File: src/rtl/core/dseg_pkg.sv
// Package for the dip segmenter: sizes, reset values and state encodings.
// Depends on nothing; imported by dip_segmenter_core.
`timescale 1ns / 1ps

package dseg_pkg;

  localparam int PATTERN_LEN = 50;
  localparam int STORE_DEPTH = 256;
  localparam int SAMPLE_BITS = 16;

  localparam int POS_W  = $clog2(PATTERN_LEN);
  localparam int CNT_W  = $clog2(STORE_DEPTH + 1);
  localparam int ADDR_W = POS_W + 1;
  localparam int SEGC_W = 16;
  localparam int DIR_W  = 2;

  localparam logic signed [SAMPLE_BITS-1:0] THR_RESET = SAMPLE_BITS'(-176);

  typedef enum logic [2:0] {
    ST_IDLE,
    ST_SEG,
    ST_TAIL,
    ST_READ,
    ST_SHOW
  } state_t;

  typedef enum logic {
    PH_WAIT,
    PH_DIP
  } phase_t;

endpackage

File: src/rtl/core/dip_segmenter_core.sv
// Dip segmenter top level: sequencer, shared signed comparator and sample memory.
// Depends on dseg_pkg for sizes, reset values and state encodings.
`timescale 1ns / 1ps

// How to use this block:
// Input transactions arrive on in_valid / in_stall. A transaction with cmd low
// carries one triaxial sample; cmd high marks end of data and closes the
// current segment. Results leave on out_valid / out_stall, one transaction per
// position of the emitted pattern, PATTERN_LEN transactions per cut, the last
// one marked by last.
// A plain sample occupies the block in these steps: one to take the
// transaction, one to store it and compare z against the window minimum or
// the threshold, and, inside a dip window or when the sample opens one, one
// more to store the tail copy and check z against the threshold. A single
// signed comparator and the single write port of the sample memory make these
// steps separate. At a cut, each result transaction passes through a memory
// read state and then a presentation state. While the receiver stalls, the
// presented result holds and no input transaction is taken. in_stall is high
// whenever the block is busy. The threshold register is to be written over
// cfg_valid / cfg_ready only while idle; the block itself does not enforce
// this. Synchronous reset returns the sequencer to idle, clears all counters
// and restores the threshold to its reset value; the memory needs no clearing.
module dip_segmenter_core (
  input  logic                                 clk,
  input  logic                                 rst,
  input  logic                                 cfg_valid,
  output logic                                 cfg_ready,
  input  logic signed [dseg_pkg::SAMPLE_BITS-1:0] cfg_data,
  input  logic                                 in_valid,
  output logic                                 in_stall,
  input  logic                                 cmd,
  input  logic signed [dseg_pkg::SAMPLE_BITS-1:0] x_sample,
  input  logic signed [dseg_pkg::SAMPLE_BITS-1:0] y_sample,
  input  logic signed [dseg_pkg::SAMPLE_BITS-1:0] z_sample,
  output logic                                 out_valid,
  input  logic                                 out_stall,
  output logic [dseg_pkg::DIR_W-1:0]           direction_label,
  output logic [dseg_pkg::SEGC_W-1:0]          pattern_number,
  output logic [dseg_pkg::POS_W-1:0]           position,
  output logic signed [dseg_pkg::SAMPLE_BITS-1:0] x_value,
  output logic signed [dseg_pkg::SAMPLE_BITS-1:0] y_value,
  output logic                                 is_padding,
  output logic                                 truncated,
  output logic                                 last
);
  import dseg_pkg::*;

  localparam logic [CNT_W-1:0] LEN_C   = CNT_W'(PATTERN_LEN);
  localparam logic [CNT_W-1:0] DEPTH_C = CNT_W'(STORE_DEPTH);
  localparam logic [POS_W-1:0] LAST_POS = POS_W'(PATTERN_LEN - 1);

  state_t state, state_next;
  phase_t phase;

  logic signed [SAMPLE_BITS-1:0] thr;
  logic signed [SAMPLE_BITS-1:0] win_min;
  logic [CNT_W-1:0]  min_index;
  logic [CNT_W-1:0]  write_index;
  logic [CNT_W-1:0]  tail_len;
  logic [SEGC_W-1:0] seg_count;
  // Bank holding the current segment; the other bank collects the tail from
  // the window minimum on, and the two swap roles when a dip window closes.
  logic              seg_bank;

  logic signed [SAMPLE_BITS-1:0] x_r, y_r, z_r;
  logic              was_dip;
  logic              tail_we;
  logic [POS_W-1:0]  tail_addr;
  logic [CNT_W-1:0]  emit_len;
  logic              emit_end;
  logic [POS_W-1:0]  pos;

  // Sample memory: both banks, {bank, position}.
  logic [2*SAMPLE_BITS-1:0] mem [2**ADDR_W];
  logic [ADDR_W-1:0]        mem_waddr;
  logic [ADDR_W-1:0]        mem_raddr;
  logic                     mem_we;
  logic                     mem_re;
  logic signed [SAMPLE_BITS-1:0] rd_x, rd_y;

  // Shared comparator: le_a <= le_b, signed.
  logic signed [SAMPLE_BITS-1:0] le_a, le_b;
  logic le;

  logic in_acc;
  logic out_acc;
  logic real_pos;

  assign cfg_ready = 1'b1;
  assign in_stall  = (state != ST_IDLE);
  assign in_acc    = in_valid && !in_stall;
  assign out_valid = (state == ST_SHOW);
  assign out_acc   = out_valid && !out_stall;

  always_comb begin
    case (state)
      ST_TAIL: begin
        le_a = thr;
        le_b = z_r;
      end
      default: begin
        le_a = z_r;
        le_b = (phase == PH_DIP) ? win_min : thr;
      end
    endcase
  end
  assign le = (le_a <= le_b);

  always_ff @(posedge clk) begin
    if (rst) begin
      state <= ST_IDLE;
    end else begin
      state <= state_next;
    end
  end

  always_comb begin
    state_next = state;
    mem_we     = 1'b0;
    mem_re     = 1'b0;
    mem_waddr  = {seg_bank, write_index[POS_W-1:0]};
    mem_raddr  = {seg_bank, pos};
    case (state)
      ST_IDLE: begin
        if (in_acc) begin
          state_next = cmd ? ST_READ : ST_SEG;
        end
      end
      ST_SEG: begin
        mem_we = (write_index < LEN_C);
        if (phase == PH_DIP || le) begin
          state_next = ST_TAIL;
        end else begin
          state_next = ST_IDLE;
        end
      end
      ST_TAIL: begin
        mem_we    = tail_we;
        mem_waddr = {~seg_bank, tail_addr};
        state_next = (was_dip && le) ? ST_READ : ST_IDLE;
      end
      ST_READ: begin
        mem_re     = 1'b1;
        state_next = ST_SHOW;
      end
      ST_SHOW: begin
        if (out_acc) begin
          state_next = (pos == LAST_POS) ? ST_IDLE : ST_READ;
        end
      end
      default: begin
        state_next = ST_IDLE;
      end
    endcase
  end

  always_ff @(posedge clk) begin
    if (mem_we) begin
      mem[mem_waddr] <= {x_r, y_r};
    end
  end

  always_ff @(posedge clk) begin
    if (mem_re) begin
      {rd_x, rd_y} <= mem[mem_raddr];
    end
  end

  // Payload registers of the current sample and the tail write.
  always_ff @(posedge clk) begin
    if (in_acc) begin
      x_r <= x_sample;
      y_r <= y_sample;
      z_r <= z_sample;
    end
    if (state == ST_SEG) begin
      was_dip <= (phase == PH_DIP);
      if (phase == PH_WAIT || le) begin
        tail_addr <= '0;
      end else begin
        tail_addr <= tail_len[POS_W-1:0];
      end
    end
  end

  // Control state and counters.
  always_ff @(posedge clk) begin
    if (rst) begin
      thr         <= THR_RESET;
      phase       <= PH_WAIT;
      win_min     <= '0;
      min_index   <= '0;
      write_index <= '0;
      tail_len    <= '0;
      seg_count   <= '0;
      seg_bank    <= 1'b0;
      tail_we     <= 1'b0;
      emit_len    <= '0;
      emit_end    <= 1'b0;
      pos         <= '0;
    end else begin
      if (cfg_valid && cfg_ready) begin
        thr <= cfg_data;
      end
      case (state)
        ST_IDLE: begin
          if (in_acc && cmd) begin
            emit_len <= (phase == PH_DIP) ? min_index : write_index;
            emit_end <= 1'b1;
            pos      <= '0;
          end
        end
        ST_SEG: begin
          if (write_index < DEPTH_C) begin
            write_index <= write_index + CNT_W'(1);
          end
          tail_we <= 1'b0;
          if (le) begin
            // New window, or a new minimum inside the window: restart the tail.
            phase     <= PH_DIP;
            win_min   <= z_r;
            min_index <= write_index;
            tail_we   <= 1'b1;
            tail_len  <= CNT_W'(1);
          end else if (phase == PH_DIP) begin
            tail_we <= (tail_len < LEN_C);
            if (tail_len < DEPTH_C) begin
              tail_len <= tail_len + CNT_W'(1);
            end
          end
        end
        ST_TAIL: begin
          if (was_dip && le) begin
            emit_len <= min_index;
            emit_end <= 1'b0;
            pos      <= '0;
          end
        end
        ST_SHOW: begin
          if (out_acc) begin
            if (pos == LAST_POS) begin
              if (emit_end) begin
                phase       <= PH_WAIT;
                win_min     <= '0;
                min_index   <= '0;
                write_index <= '0;
                tail_len    <= '0;
                seg_count   <= '0;
              end else begin
                seg_bank    <= ~seg_bank;
                write_index <= tail_len;
                phase       <= PH_WAIT;
                seg_count   <= seg_count + SEGC_W'(1);
              end
            end else begin
              pos <= pos + POS_W'(1);
            end
          end
        end
        default: begin
        end
      endcase
    end
  end

  assign real_pos        = (CNT_W'(pos) < emit_len);
  assign direction_label = seg_count[DIR_W-1:0];
  assign pattern_number  = SEGC_W'(((SEGC_W + 1)'(seg_count) + (SEGC_W + 1)'(3)) >> 2);
  assign position        = pos;
  assign x_value         = real_pos ? rd_x : '0;
  assign y_value         = real_pos ? rd_y : '0;
  assign is_padding      = !real_pos;
  assign truncated       = (emit_len > LEN_C);
  assign last            = (pos == LAST_POS);

`ifndef SYNTHESIS
  a_no_overlap: assert property (@(posedge clk) disable iff (rst)
    !(out_valid && in_acc))
    else $error("input taken while a result is presented");

  a_index_bound: assert property (@(posedge clk) disable iff (rst)
    (write_index <= DEPTH_C) && (tail_len <= DEPTH_C))
    else $error("sample counters beyond store depth");

  a_tail_in_seg: assert property (@(posedge clk) disable iff (rst)
    (state == ST_IDLE && phase == PH_DIP) |->
      (tail_len <= write_index && min_index <= write_index))
    else $error("tail or minimum lies outside the segment");

  a_done_idle: assert property (@(posedge clk) disable iff (rst)
    (out_acc && last) |=> (state == ST_IDLE))
    else $error("pattern did not end after its last item");

  a_pos_range: assert property (@(posedge clk) disable iff (rst)
    out_valid |-> (pos <= LAST_POS))
    else $error("position beyond the pattern");
`endif

endmodule

File: config.mk
export PLATFORM = sky130hd
export DESIGN_NAME = dip_segmenter_core
export DESIGN_NICKNAME = d
export VERILOG_FILES = /design/src/rtl/core/dseg_pkg.sv /design/src/rtl/core/dip_segmenter_core.sv
export SDC_FILE = /design/constraint.sdc
export NUM_CORES = 2
export LEC_CHECK = 0
export BUFFER_PORTS_ARGS = -buffer_cell sky130_fd_sc_hd__clkbuf_2
export CAP_MARGIN = 40
export CORE_MARGIN = 2
export CORE_UTILIZATION = 60
export DETAILED_ROUTE_END_ITERATION = 6
export PLACE_DENSITY = 0.75
export SLEW_MARGIN = 20
export SYNTH_ARGS = -nofsm -noshare
export SYNTH_HDL_FRONTEND = slang
export SYNTH_SLANG_ARGS = --single-unit
File: constraint.sdc
create_clock -name clk -period 6.6 [get_ports clk]
set_input_delay 0.66 -clock clk [delete_from_list [all_inputs] [get_ports clk]]
set_output_delay 0.66 -clock clk [all_outputs]
set_load 0.01 [all_outputs]
==> metrics.cfg <==
[status]
outcome = finished, final reports clean

[global_route]
grtUsageTotal = 0.330
grt_pass1_vias = 82800
grt_use_met2 = 0.511
met1_usage = 0.439
gr-total-overflow = 0
grt.met3_usage = 0.0885
grt_pass1_wl_mm = 642
grt_max_degree = 129
grt.busiest_layer = met2
antenna_found_initial = 47

[floorplanning]
initial_core_util = 0.603
die_y_um = 528
rows = 192
coreArea_um2 = 273000
die_area_um2 = 279000
num_io_pins = 132
die_w_um = 528

[power]
ir_worst_vdd_uv = 347
leakagePower_nw = 57.7
powerDensity_nw_per_um2 = 325

[place]
dp_hpwl_mm = 267
postPlaceCellArea_um2 = 174000
place_congestion = 0.935
port_buffers = 129
pre_cts_ws_ns = 1.96

[worst_setup_path]
ff2ff_path_depth = 12
critPathMaxStageDelay_ns = 0.68
crit_arrival_ns = 5.53
cp_top_family = simple AND/OR/NAND/NOR gates
crit_fanout = 55
cp-start-kind = flip-flop
worst-path-buf-inv = 1
crit_path_cell_trace = nor3b_4 -> buf_4 -> nor2_1 -> a21oi_1 -> ha_1 -> a211oi_2 -> nor2_1 -> or4_4 -> a21o_1 -> and2_1 -> o21ai_0 -> o21ai_0
cp.required_ns = 7.38
path_depth = 12
cpMaxStageDelayCell = o21ai_0
path_class = reg -> reg
crit_path_end_kind = flip-flop

[timing]
setup_viol = 0
fin_skew_ns = 0.0464
worst_slack_ns = 1.85
slew_headroom = 0.334
tightest_slew_ns = 0.990
fmax_ghz = 0.211
fin_setup_tns_ns = 0
slew_viol_final = 0
finalHoldViolCount = 0
rsz0062_at_grt = no
period_minus_slack_ns = 4.75
fin_crit_sh = 0.720

[route]
vias = 83500
drtAntennaViolNets = 0
drtIter0Drc = 14000
drc = 0
via_per_inst = 7.12
wl_per_cell_um = 39.3
drt_pass1_iterations = 6
routed_wl_mm = 460

[yosys]
yosysWarnings = 0
synth-seq-area-share = 0.775
ys_seq_elements = 4280
ys_types = 76
synthFlopType = edfxtp_1
synth-edff-count = 4183
async_flop_share = 0
syn_area_um2 = 165000
syn_nets = 7254
synth.avg_cell_area_um2 = 23.0
synth_cells = 7157

[clock_tree]
clock_latency_ns = 0.97
postCtsSetupBuffers = 0
clk_path_buf_depth = 4
htree_levels = 5
cts_sinks = 4280
clk_pin_slew_ns = 0.06
clock-root-buffer = clkbuf_16
cts_tree = built
cts_buffers = 411

[final_layout]
nNetsFinal = 7861
syn2layout_area_growth_pct = 14.3
drive_above_1_share = 0.306
utilization = 0.689
final_design_area_no_fill_um2 = 188000

[hold_path]
hold_depth = 2
hold_path.class = in -> reg

[flow_run]
maxCapViolations = 0

## through the flow
stage          std cells  hold WS [ns]  total power, W
2_1_floorplan       7157         0.406          0.0351
3_3_place_gp       10700         0.446          0.0376
3_5_place_dp       10800         0.452          0.0380
4_1_cts            11700        0.0367          0.0609
5_1_grt            11700        0.0655          0.0624
6_report           11700        0.0741          0.0611
## cell usage after synthesis (all sizes together), types with 10 or more instances
library cell  count  area [um^2]
nand2           171          642
buf             254         1530
a21oi            71          355
nor2            234          881
a31oi            16          106
and2             36          225
mux2i           117         1170
dfxtp            97         1940
xnor2            17          149
a311oi           16          140
nand2b           17          106
inv              20         75.1
clkbuf          139          522
nand3b           30          225
a221oi           19          166
o221ai           15          131
nor4             17          106
nor2b            21          131
o21ai            73          365
a22o             18          158
and3             28          180
o211ai           10         75.1
o22ai            59          369
ha               27          338
edfxtp         4183       126000
a211oi           15          118
a211o            14          123
nor3             28          140
xor2             12          105
nand3            55          275
mux4           1204        27100
a22oi            40          300
## worst reg2reg max path: stages, from the launching register on
cell and delay, ns:
dfxtp_1 0.53, nor3b_4 0.61, buf_4 0.57, nor2_1 0.13
a21oi_1 0.14, ha_1 0.27, a211oi_2 0.19, nor2_1 0.11
or4_4 0.53, a21o_1 0.27, and2_1 0.27, o21ai_0 0.68
o21ai_0 0.26
## worst paths after layout
path	from	endpoint	slack, ns
max	state[1]$_SDFFE_PP0P_	position[0]$_SDFFE_PP0P_	1.85
min	rst	emit_len[3]$_SDFFE_PP0P_	0.07
max reg2reg	state[1]$_SDFFE_PP0P_	position[0]$_SDFFE_PP0P_	1.85
min reg2reg	win_min[13]$_SDFFE_PP0P_	win_min[13]$_SDFFE_PP0P_	0.46
## cell usage in the layout, fill, tap and decap left out, drive strengths merged, types with 19 or more instances in the layout
master,Yosys,layout
nand3b,30,30
nor2,234,234
clkinvlp,0,22
clkinv,0,187
a21oi,71,71
clkbuf,139,626
o21ai,73,73
bufinv,0,40
nor2b,21,21
nand3,55,55
dlygate4sd3,0,64
nand2,171,171
a221oi,19,19
a22oi,40,40
diode,0,23
o22ai,59,59
edfxtp,4183,4183
ha,27,27
mux2i,117,117
and3,28,28
and2,36,36
dfxtp,97,97
buf,254,389
nor3,28,28
mux4,1204,1204
inv,20,31
## sequential cells by signal, indices dropped and copies added (netlist names)
register / flops
mem: 4096
rd_x: 16
rd_y: 16
seg_count: 16
thr: 16
win_min: 16
x_r: 16
y_r: 16
z_r: 16
emit_len: 9
min_index: 9
tail_len: 9
write_index: 9
position: 6
tail_addr: 6
state: 3
emit_end: 1
phase: 1
seg_bank: 1
tail_we: 1
was_dip: 1
## repair_timing
item,4_1_cts,5_1_grt
endpoints found under the hold margin,64,0
setup endpoints to repair,0,0
gates resized for setup,0,0
hold buffers,64,0
## metal layers
metal  share of wire  wire (um)
met3            0.14      62200
met5         0.00042        192
met4           0.061      28100
met1            0.33     151000
met2            0.47     218000
## where the power goes
part           internal, W  total [W]  switching, W
clock network       0.0131     0.0234        0.0103
registers           0.0315     0.0317      0.000242
logic              0.00156    0.00600       0.00444
total               0.0462     0.0611        0.0149
## cell families (layout without fill, tap and decap cells)
kind of cell	Yosys count	after routing	share of synthesized area
adder cells (fa/ha/maj)	27	27	0.00205
AO/OA/AOI/OAI	413	413	0.0172
XOR/XNOR	29	29	0.00154
multiplexers	1324	1324	0.172
other	2	25	0.0000456
buffers and inverters	413	1359	0.0129
AND/OR/NAND/NOR	669	669	0.0192
flip-flops	4280	4280	0.775
## final cells by class
type	count	area, um^2
repair buffers	587	6790
clock inverters	260	2530
clock buffers	492	10700
inverters	20	85.1
well taps	3589	4490
multi-input cells	2464	36000
fillers	15400	85000
flip-flops and latches	4280	128000
diodes	23	57.6
(Power assumes the default switching activity.)
